$ cat config.mk
export PLATFORM = sky130hd
export DESIGN_NAME = ansi_truecolor_cell_encoder_top
export DESIGN_NICKNAME = d
export VERILOG_FILES = /design/src/rtl/ate_pkg.sv /design/src/rtl/ate_front.sv /design/src/rtl/ate_fifo.sv /design/src/rtl/ate_back.sv /design/src/rtl/ansi_truecolor_cell_encoder_top.sv
export VERILOG_INCLUDE_DIRS = /design/src /design/src/rtl
export SDC_FILE = /design/constraint.sdc
export NUM_CORES = 1
export LEC_CHECK = 0
export ABC_AREA = 1
export BUFFER_PORTS_ARGS = -buffer_cell sky130_fd_sc_hd__buf_2
export CAP_MARGIN = 15
export CORE_MARGIN = 3
export CORE_UTILIZATION = 30
export CTS_CLUSTER_DIAMETER = 100
export DETAILED_ROUTE_END_ITERATION = 7
export MAX_ROUTING_LAYER = met4
export PLACE_DENSITY = 0.52
export SLEW_MARGIN = 15
export SYNTH_ARGS = -nofsm -noshare
export SYNTH_HDL_FRONTEND = slang
export SYNTH_HIERARCHICAL = 1
export SYNTH_SLANG_ARGS = --single-unit
$ cat constraint.sdc
create_clock -name clk_i -period 7.4 [get_ports clk_i]
set_input_delay 1.48 -clock clk_i [delete_from_list [all_inputs] [get_ports clk_i]]
set_output_delay 1.48 -clock clk_i [all_outputs]
set_load 0.1 [all_outputs]
$ cat src/rtl/ansi_truecolor_cell_encoder_top_assert.svh
// ----------------------------------------------------------------------------
// Assertion macros for the terminal cell encoder
// Implication checks on clk_i, disabled while rst_ni is low.
// ----------------------------------------------------------------------------
`ifndef ANSI_TRUECOLOR_CELL_ENCODER_TOP_ASSERT_SVH
`define ANSI_TRUECOLOR_CELL_ENCODER_TOP_ASSERT_SVH

`ifndef SYNTHESIS
// same-cycle implication
`define ATE_ASSERT_IMPL(lbl, ante, cons, msg) \
  lbl: assert property (@(posedge clk_i) disable iff (!rst_ni) (ante) |-> (cons)) \
    else $error(msg);
// next-cycle implication
`define ATE_ASSERT_NEXT(lbl, ante, cons, msg) \
  lbl: assert property (@(posedge clk_i) disable iff (!rst_ni) (ante) |=> (cons)) \
    else $error(msg);
`else
`define ATE_ASSERT_IMPL(lbl, ante, cons, msg)
`define ATE_ASSERT_NEXT(lbl, ante, cons, msg)
`endif

`endif

$ cat src/rtl/ate_pkg.sv
// ----------------------------------------------------------------------------
// ate_pkg
// Types, byte codes and glyph tables shared by the cell encoder modules.
// ----------------------------------------------------------------------------
`default_nettype none

package ate_pkg;

  localparam int CfgW = 13;
  localparam logic [CfgW-1:0] ColumnsReset = 13'd80;
  localparam logic [CfgW-1:0] RowsReset    = 13'd50;

  // register indexes
  localparam logic RegColumns = 1'b0;
  localparam logic RegRows    = 1'b1;

  localparam int CmdDepth = 4;

  // terminal bytes
  localparam logic [7:0] ChEsc   = 8'h1B;
  localparam logic [7:0] ChLbr   = 8'h5B;
  localparam logic [7:0] ChHome  = 8'h48;
  localparam logic [7:0] ChSemi  = 8'h3B;
  localparam logic [7:0] ChTwo   = 8'h32;
  localparam logic [7:0] ChThree = 8'h33;
  localparam logic [7:0] ChFour  = 8'h34;
  localparam logic [7:0] ChEight = 8'h38;
  localparam logic [7:0] ChSgr   = 8'h6D;
  localparam logic [7:0] ChNl    = 8'h0A;

  // one classified cell
  typedef struct packed {
    logic            home;
    logic            fch;
    logic            bch;
    logic [2:0][2:0] fg_dig;   // cube digits, [0] red
    logic [2:0][2:0] bg_dig;
    logic [2:0][7:0] utf8;     // [0] sent first
    logic [1:0]      utf8_len;
    logic            newline;
    logic            frame_end;
  } cmd_t;

  localparam logic [15:0] LowGlyphs [32] = '{
    16'h0020, 16'h263A, 16'h263B, 16'h2665, 16'h2666, 16'h2663, 16'h2660, 16'h2022,
    16'h25D8, 16'h25CB, 16'h25D9, 16'h2642, 16'h2640, 16'h266A, 16'h266B, 16'h263C,
    16'h25BA, 16'h25C4, 16'h2195, 16'h203C, 16'h00B6, 16'h00A7, 16'h25AC, 16'h21A8,
    16'h2191, 16'h2193, 16'h2192, 16'h2190, 16'h221F, 16'h2194, 16'h25B2, 16'h25BC
  };

  localparam logic [15:0] HighGlyphs [128] = '{
    16'h00C7, 16'h00FC, 16'h00E9, 16'h00E2, 16'h00E4, 16'h00E0, 16'h00E5, 16'h00E7,
    16'h00EA, 16'h00EB, 16'h00E8, 16'h00EF, 16'h00EE, 16'h00EC, 16'h00C4, 16'h00C5,
    16'h00C9, 16'h00E6, 16'h00C6, 16'h00F4, 16'h00F6, 16'h00F2, 16'h00FB, 16'h00F9,
    16'h00FF, 16'h00D6, 16'h00DC, 16'h00A2, 16'h00A3, 16'h00A5, 16'h20A7, 16'h0192,
    16'h00E1, 16'h00ED, 16'h00F3, 16'h00FA, 16'h00F1, 16'h00D1, 16'h00AA, 16'h00BA,
    16'h00BF, 16'h2310, 16'h00AC, 16'h00BD, 16'h00BC, 16'h00A1, 16'h00AB, 16'h00BB,
    16'h2591, 16'h2592, 16'h2593, 16'h2502, 16'h2524, 16'h2561, 16'h2562, 16'h2556,
    16'h2555, 16'h2563, 16'h2551, 16'h2557, 16'h255D, 16'h255C, 16'h255B, 16'h2510,
    16'h2514, 16'h2534, 16'h252C, 16'h251C, 16'h2500, 16'h253C, 16'h255E, 16'h255F,
    16'h255A, 16'h2554, 16'h2569, 16'h2566, 16'h2560, 16'h2550, 16'h256C, 16'h2567,
    16'h2568, 16'h2564, 16'h2565, 16'h2559, 16'h2558, 16'h2552, 16'h2553, 16'h256B,
    16'h256A, 16'h2518, 16'h250C, 16'h2588, 16'h2584, 16'h258C, 16'h2590, 16'h2580,
    16'h03B1, 16'h00DF, 16'h0393, 16'h03C0, 16'h03A3, 16'h03C3, 16'h00B5, 16'h03C4,
    16'h03A6, 16'h0398, 16'h03A9, 16'h03B4, 16'h221E, 16'h03C6, 16'h03B5, 16'h2229,
    16'h2261, 16'h00B1, 16'h2265, 16'h2264, 16'h2320, 16'h2321, 16'h00F7, 16'h2248,
    16'h00B0, 16'h2219, 16'h00B7, 16'h221A, 16'h207F, 16'h00B2, 16'h25A0, 16'h0020
  };

  function automatic logic [15:0] glyph_code(input logic [7:0] g);
    logic [15:0] cp;
    if (g < 8'd32) begin
      cp = LowGlyphs[g[4:0]];
    end else if (g < 8'd127) begin
      cp = {8'h00, g};
    end else if (g == 8'd127) begin
      cp = 16'h2302;
    end else begin
      cp = HighGlyphs[g[6:0]];
    end
    return cp;
  endfunction

  // decimal text of 51 * d, first character in [0]
  function automatic logic [2:0][7:0] comp_text(input logic [2:0] d);
    logic [2:0][7:0] t;
    case (d)
      3'd1:    t = {8'h00, 8'h31, 8'h35};
      3'd2:    t = {8'h32, 8'h30, 8'h31};
      3'd3:    t = {8'h33, 8'h35, 8'h31};
      3'd4:    t = {8'h34, 8'h30, 8'h32};
      3'd5:    t = {8'h35, 8'h35, 8'h32};
      default: t = {8'h00, 8'h00, 8'h30};
    endcase
    return t;
  endfunction

  function automatic logic [1:0] comp_len(input logic [2:0] d);
    logic [1:0] n;
    case (d)
      3'd1:                   n = 2'd2;
      3'd2, 3'd3, 3'd4, 3'd5: n = 2'd3;
      default:                n = 2'd1;
    endcase
    return n;
  endfunction

endpackage

`default_nettype wire

$ cat src/rtl/ate_front.sv
// ----------------------------------------------------------------------------
// ate_front
// Accepts cells, tracks frame position and colours, and classifies each
// cell into a command for the byte sequencer.
// ----------------------------------------------------------------------------
`default_nettype none

module ate_front #(
  parameter int MAX_DIM = 4096
) (
  input  wire logic                      clk_i,
  input  wire logic                      rst_ni,
  input  wire logic                      push,
  input  wire logic                      cmd_full_i,
  input  wire logic [7:0]                glyph_i,
  input  wire logic [7:0]                fore_index_i,
  input  wire logic [7:0]                back_index_i,
  input  wire logic                      cfg_we_i,
  input  wire logic                      cfg_idx_i,
  input  wire logic [ate_pkg::CfgW-1:0]  cfg_data_i,
  output logic                           cmd_push_o,
  output ate_pkg::cmd_t                  cmd_o
);

  localparam int CntW = (MAX_DIM > 2) ? $clog2(MAX_DIM) : 1;
  localparam int CmpW = (CntW + 1 > ate_pkg::CfgW) ? CntW + 1 : ate_pkg::CfgW;

  logic [ate_pkg::CfgW-1:0] columns_q, rows_q;
  logic [CntW-1:0]          column_q, column_d, row_q, row_d;
  logic [7:0]               last_fore_q, last_back_q;
  logic                     known_q;

  logic                     accept;
  logic [CmpW-1:0]          cols_eff, rows_eff, col_inc, row_inc;
  logic                     row_wrap, frame_wrap, known_eff;
  logic [15:0]              cp;

  function automatic logic [CmpW-1:0] clamp_dim(input logic [ate_pkg::CfgW-1:0] v);
    logic [CmpW-1:0] w;
    w = CmpW'(v);
    if (w == '0) begin
      w = CmpW'(1);
    end else if (w > CmpW'(MAX_DIM)) begin
      w = CmpW'(MAX_DIM);
    end
    return w;
  endfunction

  // split a cube index into its three base-6 digits
  function automatic logic [2:0][2:0] colour_digits(input logic [7:0] idx);
    logic [7:0]      v;
    logic [13:0]     p36;
    logic [2:0]      r;
    logic [5:0]      rem;
    logic [10:0]     p6;
    logic [2:0]      g;
    logic [5:0]      b;
    logic [2:0][2:0] dig;
    v   = idx - 8'd16;
    p36 = {6'd0, v} * 14'd57;
    r   = p36[13:11];
    rem = 6'(v - 8'(r * 6'd36));
    p6  = {5'd0, rem} * 11'd43;
    g   = p6[10:8];
    b   = rem - 6'(g * 3'd6);
    dig = {b[2:0], g, r};
    if (idx < 8'd16 || idx > 8'd231) begin
      dig = '0;
    end
    return dig;
  endfunction

  assign accept     = push && !cmd_full_i;
  assign cmd_push_o = accept;

  assign cols_eff   = clamp_dim(columns_q);
  assign rows_eff   = clamp_dim(rows_q);
  assign col_inc    = CmpW'(column_q) + CmpW'(1);
  assign row_inc    = CmpW'(row_q) + CmpW'(1);
  assign row_wrap   = col_inc >= cols_eff;
  assign frame_wrap = row_wrap && (row_inc >= rows_eff);

  assign cp = ate_pkg::glyph_code(glyph_i);

  always_comb begin
    cmd_o.home     = (column_q == '0) && (row_q == '0);
    known_eff      = known_q && !cmd_o.home;
    cmd_o.fch      = !known_eff || (fore_index_i != last_fore_q);
    cmd_o.bch      = !known_eff || (back_index_i != last_back_q);
    cmd_o.fg_dig   = colour_digits(fore_index_i);
    cmd_o.bg_dig   = colour_digits(back_index_i);
    if (cp < 16'h0080) begin
      cmd_o.utf8     = {8'h00, 8'h00, cp[7:0]};
      cmd_o.utf8_len = 2'd1;
    end else if (cp < 16'h0800) begin
      cmd_o.utf8     = {8'h00, {2'b10, cp[5:0]}, {3'b110, cp[10:6]}};
      cmd_o.utf8_len = 2'd2;
    end else begin
      cmd_o.utf8     = {{2'b10, cp[5:0]}, {2'b10, cp[11:6]}, {4'b1110, cp[15:12]}};
      cmd_o.utf8_len = 2'd3;
    end
    cmd_o.newline   = row_wrap && !frame_wrap;
    cmd_o.frame_end = frame_wrap;
  end

  always_comb begin
    column_d = column_q;
    row_d    = row_q;
    if (row_wrap) begin
      column_d = '0;
      row_d    = frame_wrap ? '0 : row_inc[CntW-1:0];
    end else begin
      column_d = col_inc[CntW-1:0];
    end
  end

  always_ff @(posedge clk_i or negedge rst_ni) begin
    if (!rst_ni) begin
      columns_q   <= ate_pkg::ColumnsReset;
      rows_q      <= ate_pkg::RowsReset;
      column_q    <= '0;
      row_q       <= '0;
      last_fore_q <= '0;
      last_back_q <= '0;
      known_q     <= 1'b0;
    end else begin
      if (cfg_we_i && cfg_idx_i == ate_pkg::RegColumns) begin
        columns_q <= cfg_data_i;
      end
      if (cfg_we_i && cfg_idx_i == ate_pkg::RegRows) begin
        rows_q <= cfg_data_i;
      end
      if (accept) begin
        column_q    <= column_d;
        row_q       <= row_d;
        last_fore_q <= fore_index_i;
        last_back_q <= back_index_i;
        known_q     <= 1'b1;
      end
    end
  end

endmodule

`default_nettype wire

$ cat src/rtl/ate_fifo.sv
// ----------------------------------------------------------------------------
// ate_fifo
// Short command queue between the classifier and the byte sequencer.
// ----------------------------------------------------------------------------
`default_nettype none

module ate_fifo (
  input  wire logic          clk_i,
  input  wire logic          rst_ni,
  input  wire logic          push_i,
  input  wire ate_pkg::cmd_t data_i,
  input  wire logic          pop_i,
  output ate_pkg::cmd_t      head_o,
  output logic               full_o,
  output logic               empty_o
);

  localparam int PtrW = $clog2(ate_pkg::CmdDepth);

  ate_pkg::cmd_t   mem_q [ate_pkg::CmdDepth];
  logic [PtrW-1:0] wr_ptr_q, rd_ptr_q;
  logic [PtrW:0]   count_q;
  logic            do_push, do_pop;

  assign full_o  = count_q == (PtrW + 1)'(ate_pkg::CmdDepth);
  assign empty_o = count_q == '0;
  assign do_push = push_i && !full_o;
  assign do_pop  = pop_i && !empty_o;
  assign head_o  = mem_q[rd_ptr_q];

  always_ff @(posedge clk_i) begin
    if (do_push) begin
      mem_q[wr_ptr_q] <= data_i;
    end
  end

  always_ff @(posedge clk_i or negedge rst_ni) begin
    if (!rst_ni) begin
      wr_ptr_q <= '0;
      rd_ptr_q <= '0;
      count_q  <= '0;
    end else begin
      if (do_push) begin
        wr_ptr_q <= wr_ptr_q + PtrW'(1);
      end
      if (do_pop) begin
        rd_ptr_q <= rd_ptr_q + PtrW'(1);
      end
      if (do_push && !do_pop) begin
        count_q <= count_q + (PtrW + 1)'(1);
      end else if (do_pop && !do_push) begin
        count_q <= count_q - (PtrW + 1)'(1);
      end
    end
  end

endmodule

`default_nettype wire

$ cat src/rtl/ate_back.sv
// ----------------------------------------------------------------------------
// ate_back
// Byte sequencer: walks the queue head command, emitting one terminal byte
// per cycle to the output register unless the queue is empty or output stalls.
// ----------------------------------------------------------------------------
`default_nettype none

module ate_back (
  input  wire logic          clk_i,
  input  wire logic          rst_ni,
  input  wire ate_pkg::cmd_t cmd_i,
  input  wire logic          cmd_empty_i,
  output logic               cmd_pop_o,
  output logic               empty,
  input  wire logic          pop,
  output logic [7:0]         out_byte_o,
  output logic               last_of_cell_o,
  output logic               end_of_frame_o
);

  localparam logic [3:0] StStart = 4'd0;
  localparam logic [3:0] StHome  = 4'd1;
  localparam logic [3:0] StCsi   = 4'd2;
  localparam logic [3:0] StHead  = 4'd3;
  localparam logic [3:0] StSemi  = 4'd4;
  localparam logic [3:0] StDig   = 4'd5;
  localparam logic [3:0] StSep   = 4'd6;
  localparam logic [3:0] StSgr   = 4'd7;
  localparam logic [3:0] StGlyph = 4'd8;
  localparam logic [3:0] StNl    = 4'd9;

  logic [3:0] state_q, state_d, cur_state;
  logic [1:0] idx_q, idx_d;
  logic [1:0] k_q, k_d;
  logic       bgsel_q, bgsel_d;

  logic       out_valid_q;
  logic [7:0] byte_q;
  logic       last_q, eof_q;

  logic       advance, done;
  logic [7:0] byte_c;
  logic       eof_c;
  logic [2:0] dig;
  logic [2:0][7:0] dig_text;

  assign advance = !cmd_empty_i && (!out_valid_q || pop);
  assign dig      = bgsel_q ? cmd_i.bg_dig[k_q] : cmd_i.fg_dig[k_q];
  assign dig_text = ate_pkg::comp_text(dig);

  // the start state resolves against the queue head
  always_comb begin
    cur_state = state_q;
    if (state_q == StStart) begin
      if (cmd_i.home) begin
        cur_state = StHome;
      end else if (cmd_i.fch || cmd_i.bch) begin
        cur_state = StCsi;
      end else begin
        cur_state = StGlyph;
      end
    end
  end

  always_comb begin
    state_d = cur_state;
    idx_d   = idx_q + 2'd1;
    k_d     = k_q;
    bgsel_d = bgsel_q;
    byte_c  = ate_pkg::ChNl;
    done    = 1'b0;
    unique case (cur_state)
      StHome: begin
        byte_c = (idx_q == 2'd0) ? ate_pkg::ChEsc :
                 (idx_q == 2'd1) ? ate_pkg::ChLbr : ate_pkg::ChHome;
        if (idx_q == 2'd2) begin
          idx_d   = 2'd0;
          state_d = (cmd_i.fch || cmd_i.bch) ? StCsi : StGlyph;
        end
      end
      StCsi: begin
        byte_c = (idx_q == 2'd0) ? ate_pkg::ChEsc : ate_pkg::ChLbr;
        if (idx_q == 2'd1) begin
          idx_d   = 2'd0;
          bgsel_d = !cmd_i.fch;
          state_d = StHead;
        end
      end
      StHead: begin
        case (idx_q)
          2'd0:    byte_c = bgsel_q ? ate_pkg::ChFour : ate_pkg::ChThree;
          2'd1:    byte_c = ate_pkg::ChEight;
          2'd2:    byte_c = ate_pkg::ChSemi;
          default: byte_c = ate_pkg::ChTwo;
        endcase
        if (idx_q == 2'd3) begin
          idx_d   = 2'd0;
          k_d     = 2'd0;
          state_d = StSemi;
        end
      end
      StSemi: begin
        byte_c  = ate_pkg::ChSemi;
        idx_d   = 2'd0;
        state_d = StDig;
      end
      StDig: begin
        byte_c = dig_text[idx_q];
        if (idx_q == ate_pkg::comp_len(dig) - 2'd1) begin
          idx_d = 2'd0;
          if (k_q == 2'd2) begin
            k_d     = 2'd0;
            state_d = (!bgsel_q && cmd_i.bch) ? StSep : StSgr;
          end else begin
            k_d     = k_q + 2'd1;
            state_d = StSemi;
          end
        end
      end
      StSep: begin
        byte_c  = ate_pkg::ChSemi;
        idx_d   = 2'd0;
        bgsel_d = 1'b1;
        state_d = StHead;
      end
      StSgr: begin
        byte_c  = ate_pkg::ChSgr;
        idx_d   = 2'd0;
        state_d = StGlyph;
      end
      StGlyph: begin
        byte_c = cmd_i.utf8[idx_q];
        if (idx_q == cmd_i.utf8_len - 2'd1) begin
          idx_d = 2'd0;
          if (cmd_i.newline) begin
            state_d = StNl;
          end else begin
            done = 1'b1;
          end
        end
      end
      StNl: begin
        byte_c = ate_pkg::ChNl;
        idx_d  = 2'd0;
        done   = 1'b1;
      end
      default: begin
        idx_d   = 2'd0;
        state_d = StStart;
      end
    endcase
    eof_c = done && cmd_i.frame_end;
    if (done) begin
      state_d = StStart;
      k_d     = 2'd0;
      bgsel_d = 1'b0;
    end
  end

  assign cmd_pop_o = advance && done;

  always_ff @(posedge clk_i or negedge rst_ni) begin
    if (!rst_ni) begin
      state_q     <= StStart;
      idx_q       <= '0;
      k_q         <= '0;
      bgsel_q     <= 1'b0;
      out_valid_q <= 1'b0;
    end else begin
      if (advance) begin
        state_q     <= state_d;
        idx_q       <= idx_d;
        k_q         <= k_d;
        bgsel_q     <= bgsel_d;
        out_valid_q <= 1'b1;
      end else if (pop) begin
        out_valid_q <= 1'b0;
      end
    end
  end

  always_ff @(posedge clk_i) begin
    if (advance) begin
      byte_q <= byte_c;
      last_q <= done;
      eof_q  <= eof_c;
    end
  end

  assign empty          = !out_valid_q;
  assign out_byte_o     = byte_q;
  assign last_of_cell_o = last_q;
  assign end_of_frame_o = eof_q;

endmodule

`default_nettype wire

$ cat src/rtl/ansi_truecolor_cell_encoder_top.sv
// A cell accepted at the input goes into the command queue; the sequencer
// registers its first byte from the queue head onto the result ports.
// Throughput: one output byte per cycle, set by the byte sequencer, while
// commands wait and bytes are popped; a cell causes 1 to 43 bytes.
// Reset clears frame position and colours, loads columns 80 and rows 50,
// and empties the queue and the output register; no clearing pass is needed.
`default_nettype none

`include "ansi_truecolor_cell_encoder_top_assert.svh"

// ----------------------------------------------------------------------------
// ansi_truecolor_cell_encoder_top
// Character cells in, terminal bytes with truecolour escapes out.
// ----------------------------------------------------------------------------
module ansi_truecolor_cell_encoder_top #(
  parameter int MAX_DIM = 4096
) (
  input  wire logic                      clk_i,
  input  wire logic                      rst_ni,
  input  wire logic                      push,
  output logic                           full,
  input  wire logic [7:0]                glyph_i,
  input  wire logic [7:0]                fore_index_i,
  input  wire logic [7:0]                back_index_i,
  output logic                           empty,
  input  wire logic                      pop,
  output logic [7:0]                     out_byte_o,
  output logic                           last_of_cell_o,
  output logic                           end_of_frame_o,
  input  wire logic                      cfg_we_i,
  input  wire logic                      cfg_idx_i,
  input  wire logic [ate_pkg::CfgW-1:0]  cfg_data_i
);

  ate_pkg::cmd_t front_cmd, head_cmd;
  logic          cmd_push, cmd_pop, cmd_full, cmd_empty;

  assign full = cmd_full;

  ate_front #(
    .MAX_DIM (MAX_DIM)
  ) u_front (
    .clk_i        (clk_i),
    .rst_ni       (rst_ni),
    .push         (push),
    .cmd_full_i   (cmd_full),
    .glyph_i      (glyph_i),
    .fore_index_i (fore_index_i),
    .back_index_i (back_index_i),
    .cfg_we_i     (cfg_we_i),
    .cfg_idx_i    (cfg_idx_i),
    .cfg_data_i   (cfg_data_i),
    .cmd_push_o   (cmd_push),
    .cmd_o        (front_cmd)
  );

  ate_fifo u_fifo (
    .clk_i   (clk_i),
    .rst_ni  (rst_ni),
    .push_i  (cmd_push),
    .data_i  (front_cmd),
    .pop_i   (cmd_pop),
    .head_o  (head_cmd),
    .full_o  (cmd_full),
    .empty_o (cmd_empty)
  );

  ate_back u_back (
    .clk_i          (clk_i),
    .rst_ni         (rst_ni),
    .cmd_i          (head_cmd),
    .cmd_empty_i    (cmd_empty),
    .cmd_pop_o      (cmd_pop),
    .empty          (empty),
    .pop            (pop),
    .out_byte_o     (out_byte_o),
    .last_of_cell_o (last_of_cell_o),
    .end_of_frame_o (end_of_frame_o)
  );

  `ATE_ASSERT_IMPL(a_eof_ends_cell, !empty && end_of_frame_o, last_of_cell_o, "eof without last")
  `ATE_ASSERT_IMPL(a_queue_flags, cmd_full, !cmd_empty, "command queue full and empty at once")
  `ATE_ASSERT_IMPL(a_pop_has_cmd, cmd_pop, !cmd_empty, "pop from empty command queue")
  `ATE_ASSERT_NEXT(a_retire_shows_last, cmd_pop, !empty && last_of_cell_o, "missing last byte")

endmodule

`default_nettype wire
# Word-level counts from Yosys, hierarchy flattened
# Memory sizes are Yosys's and may differ from the RTL's.
# Cells that the tools add are included.
[word_totals] reg_bits=94 mem_bits_rw=196 romBits=2560 in_bits=43 word_cells=209 memories=3
[memory_table] memory="(no name shown)" depth=128 word_bits=16 read_ports=1 rd_ports_with_merged_regs=0 write_ports=0 line_no="ate_pkg.sv:79" source="cp = HighGlyphs[g[6:0]];"
[memory_table] memory="(no name shown)" depth=32 word_bits=16 read_ports=1 rd_ports_with_merged_regs=0 write_ports=0 line_no="ate_pkg.sv:73" source="cp = LowGlyphs[g[4:0]];"
[memory_table] memory="u_fifo.mem_q" depth=4 word_bits=49 read_ports=1 rd_ports_with_merged_regs=0 write_ports=1 line_no="ate_fifo.sv:20" source="ate_pkg::cmd_t mem_q [ate_pkg::CmdDepth];"
[op_classes] addsub=16 mul=8 order_cmp=16 eq_ne=27 mux=71 n_bitwise=3 reduce_logical=47
[op_table] op="16-bit two-way mux" n=7
[op_table] op="22-bit case mux with 5 select lines" n=1
[op_table] op="8-bit case mux with 7 select lines" n=1
[op_table] op="13-bit two-way mux" n=4
[op_table] op="26-bit two-way mux" n=2
[op_table] op="4-bit two-way mux" n=11
[op_table] op="4-bit case mux with 9 select lines" n=1
[op_table] op="8-bit binary-select mux with 2-bit select" n=2
[op_table] op="8-bit by 6-bit multiplier with 14-bit output, second input constant" n=2
[op_table] op="12-bit by 1-bit adder with 13-bit output, second input constant" n=2
[op_table] op="13-bit greater-or-equal comparator" n=2
[op_table] op="13-bit greater-than comparator, second input constant" n=2
[op_table] op="13-bit logical NOT" n=2
[op_table] op="12-bit logical NOT" n=2
[op_table] op="12-bit two-way mux" n=2
[op_table] op="8-bit two-way mux" n=3
[op_table] op="8-bit case mux with 3 select lines" n=1
[op_table] op="6-bit by 6-bit multiplier with 11-bit output, second input constant" n=2
[op_table] op="2-bit two-way mux" n=10
[op_table] op="3-bit two-way mux" n=6
[op_table] op="9-bit two-way mux" n=2
[op_table] op="4-bit by 3-bit equality test with 1-bit output, second input constant" n=4
[op_table] op="8-bit greater-than comparator, second input constant" n=2
[op_table] op="16-bit by 12-bit less-than comparator with 1-bit output, second input constant" n=1
[op_table] op="other kinds (51)" n=114

# Longest topological paths before layout
# An unclocked memory read counts as a cell.
[logic_depth] depth_word=13 mapped_depth=43 depth_no_buf=42

# Cells and area by module
# Netlist, hierarchy kept.
[by_module_without_submodules] mod="ate_front" n_inst=1 cells_each=1381 area_per_inst_um2=9417.8 seq_area_each_um2=1682.9
[by_module_without_submodules] mod="ate_fifo" n_inst=1 cells_each=633 area_per_inst_um2=8197.9 seq_area_each_um2=6060.8
[by_module_without_submodules] mod="ate_back" n_inst=1 cells_each=297 area_per_inst_um2=2042.0 seq_area_each_um2=550.5

# Worst setup path before layout
# OpenSTA, ideal clock, no wires.
[synth_timing] kind="input to register" start="input port fore_index_i[4]" end="memory u_fifo/mem_q[0][45] in the netlist's numbering, data pin" arrival_time_ns=7.489 t_required_ns=7.138 slack_ns=-0.351 stages=35 n_path_buf=0 cell_sequence="inv_1 > ha_1 > nand2_1 > nand2_1 > inv_1 > fa_1 > inv_1 > ha_1 > ha_1 > ha_1 > a21o_1 > nor2_1 > nand2_1 > xor2_1 > ha_1 > inv_1 > ha_1 > or2_2 > xnor2_1 > ha_1 > ha_1 > inv_1 > fa_1 > inv_1 > ha_1 > nand2_1 > nor2_1 > nand4_1 > o211ai_1 > xor2_1 > inv_1 > nand2_1 > nand3_1 > a21oi_1 > nor2_1"
[synth_rtl] item="start: declaration" line_no="ansi_truecolor_cell_encoder_top.sv:23" source="input wire logic [7:0] fore_index_i,"
[synth_rtl] item="end: declaration" line_no="ate_fifo.sv:20"

==> results.md <==
* DIE AREA at 0.0686 mm2
* Register area share after synthesis at 42.2%
* CP max FO at 6
* Clk slew on worst S/H paths at 0.06 ns
* Pins Over Slew Limit at 0
* Clock root cell: clkbuf_16
* Routed WL at 52.3 mm
* Post-synth EDFFs at 206
* Crit path largest cell delay at 0.53 ns
* I/O Pins at 55
* CTS tree: built
* Worst-margin pin slew at 0.997 ns
* Final worst slack at 0.319 ns
* Clock latency on the worst-skew pair at 0.53 ns
* Final setup fails at 0
* Sink Count at 290
* Share of post-route cells with drive strength above 1 at 16.8%
* Die Ht at 262 um
* Outcome: finished, final reports clean
* Crit end category: flop
* Async SR Flop Fraction at 29.0%
* Synth cell count leaders: nand2_1 (583), inv_1 (287), edfxtp_1 (206)
* Ys Warns at 6
* Max Cap Viol at 0
* Vias in the first global route at 15,500
* Global placement routability congestion at 0.947
* Num CTS Buffers at 36
* Syn Inst Count at 2,311
* Distinct cells, synth at 66
* Ranking of synthesized cells by area: edfxtp_1 (31%), nand2_1 (11%), ha_1 (10%), dfrtp_1 (10%), inv_1 (5.5%)
* Yosys top cell by area: edfxtp_1
* Post-synth top area share at 31.5%
* Final period util at 95.7%
* Commonest register cell after synthesis: edfxtp_1
* Die X at 262 um
* Row count at 93
* Static leakage at 10.7 nW
* DRC at 0
* Placed instance count at 3,249
* VDD IR max at 0.601 mV
* Gr usage total at 15.5%
* Reg-to-Reg Start: u_fifo/rd_ptr_q[0]$_DFFE_PN0P_
* Drt wl/cell at 15.8 um
* WP data arrival at 7.37 ns
* Layout Cells excl Fill at 3,317
* Pre-antenna DRT Iters at 5
* CTS max path bufs at 3
* TNS Setup at 0 ns
* DRT iter0 DRCs at 974
* CP startpoint kind: input port
* Dpl ws at -0.414 ns
* PortBufs at 54
* Mapped Area at 0.0197 mm2
* Crit Path Class: input port to flop
* Critical-path top delay cell: fa_1
* First-pass GRT wire length at 82.9 mm
* Syn avg cell area at 8.51 um2
* Largest net degree at the start of global routing at 105
* Count leader, synth: nand2_1
* Crit path time final at 7.08 ns
* Type of the tightest min-delay check: flop to flop
* DP HPWL at 37.2 mm
* Core box area at 0.0647 mm2
* #FFs+latches synth at 290
* DR vias at 16,000
* Initial antenna violation count at 1
* P&R area growth vs syn at 17.9%
* Htree depth at 2
* P per Cell Area at 548 mW/mm2
* Nets at 2,666
* Global route overflow at 0
* Initial cell density of the core at 30.4%
* Fin Clk Skew at 0.0243 ns
* Vias per cell at 4.82
* Hold Startpoint: u_front/rows_q[1]$_DFFE_PN1P_
* Worst rel slew slack at 33.5%
* Final hold vios at 0
* Crit path launch: fore_index_i[4]
* Final core occ at 35.8%
* CP required at 7.68 ns
* Total power at 12.7 mW
* Fmax at 141 MHz
* Post-DRT Antenna Nets at 0
kinds of logic after synthesis:
kind of cell | Yosys count | synth area share (%)
simple gates | 954 | 21.1
xor+xnor | 54 | 2.55
other cells | 1 | 0.0191
fa+ha+maj | 185 | 12.6
buf+inv | 431 | 9.00
compound gates | 396 | 12.5
flops | 290 | 42.2
path summary, 6_finish.rpt:
path / to / slack, ns / depth (start not counted)
setup / recovery: u_fifo/mem_q[1][45]$_DFFE_PP_ / 0.32 / 35
hold / removal: u_front/rows_q[1]$_DFFE_PN1P_ / 0.50 / 2
setup reg to reg: u_fifo/count_q[2]$_DFFE_PN0P_ / 2.79 / 20
hold reg to reg: u_front/rows_q[1]$_DFFE_PN1P_ / 0.50 / 2
max in group asynchronous: u_fifo/rd_ptr_q[1]$_DFFE_PN0P_ / 5.29 / 2
min in group asynchronous: u_front/last_fore_q[1]$_DFFE_PN0P_ / 0.93 / 1
report_power, final:
part	switching, mW	leakage, nW	internal [mW]
Clock	0.673	0.577	1.11
Sequential	0.199	2.95	2.92
Combinational	4.71	7.17	3.09
Total	5.58	10.7	7.12
routing by layer:
layer  share of wire [%]  GRT usage [%]  wire [um]  up-vias
met3                 4.8           2.36       2520      107
met2                  45           23.7      23300      374
met1                  48           21.2      25100     7492
met5                   0              -          0        -
li1                    -              -          -     8031
met4                 2.6           4.85       1380        0
layout make-up:
cell class,count,area [um2]
fill,6642,41500
clock inverter,21,284
multi-input combinational,1591,10100
antenna,1,2.50
timing repair buffer,169,1140
inverter,350,1330
clock buffer,40,926
sequential,290,8300
tap,855,1070
what timing repair did:
item | CTS | global route
endpoints found under the setup margin | 0 | 40
endpoints found under the hold margin | 0 | 0
buffers inserted | 0 | 6
resized for setup | 0 | 57
hold buffers | 0 | 0
worst max-delay path, delay by kind of cell:
family | cells | cell delay (ns)
buffers and inverters | 8 | 0.79
and+or+nand+nor | 10 | 0.98
xor gates and xnor gates | 3 | 0.61
adders and majority gates | 11 | 3.02
AOI/OAI and AO/OA | 3 | 0.47
placed cells by master, fill, tap and decap left out, drive strengths merged, types with 5 or more instances in the layout:
cell type	n
clkbuf	40
nand4	27
o211ai	117
fa	21
or2	5
dfstp	5
nor3	16
nand3b	5
xor2	43
xnor2	9
ha	164
buf	169
o21ai	158
inv	348
nand3	146
edfxtp	206
a21oi	67
nor4	12
o21bai	6
clkinv	11
a2bb2oi	5
a31oi	10
nor2	138
nand2	600
dfrtp	79
o22ai	11
clkinvlp	6
bufinv	6
through the flow:
stage          hold slack, ns  instance area (um2)
2_1_floorplan           0.464                19800
3_3_place_gp            0.488                21600
3_5_place_dp            0.494                21600
4_1_cts                 0.505                22800
5_1_grt                 0.519                23200
6_report                0.500                23200
state kept, by name, indices dropped and copies added, names as in the netlist, 4 cells and up:
name	cells
u_front/columns_q	13
u_back/out_byte_o	8
u_back/state_q	4
u_fifo/mem_q	196
u_front/row_q	12
u_front/column_q	12
u_front/last_fore_q	8
u_front/rows_q	13
u_front/last_back_q	8
No activity file was read; power rests on OpenSTA's default activity.
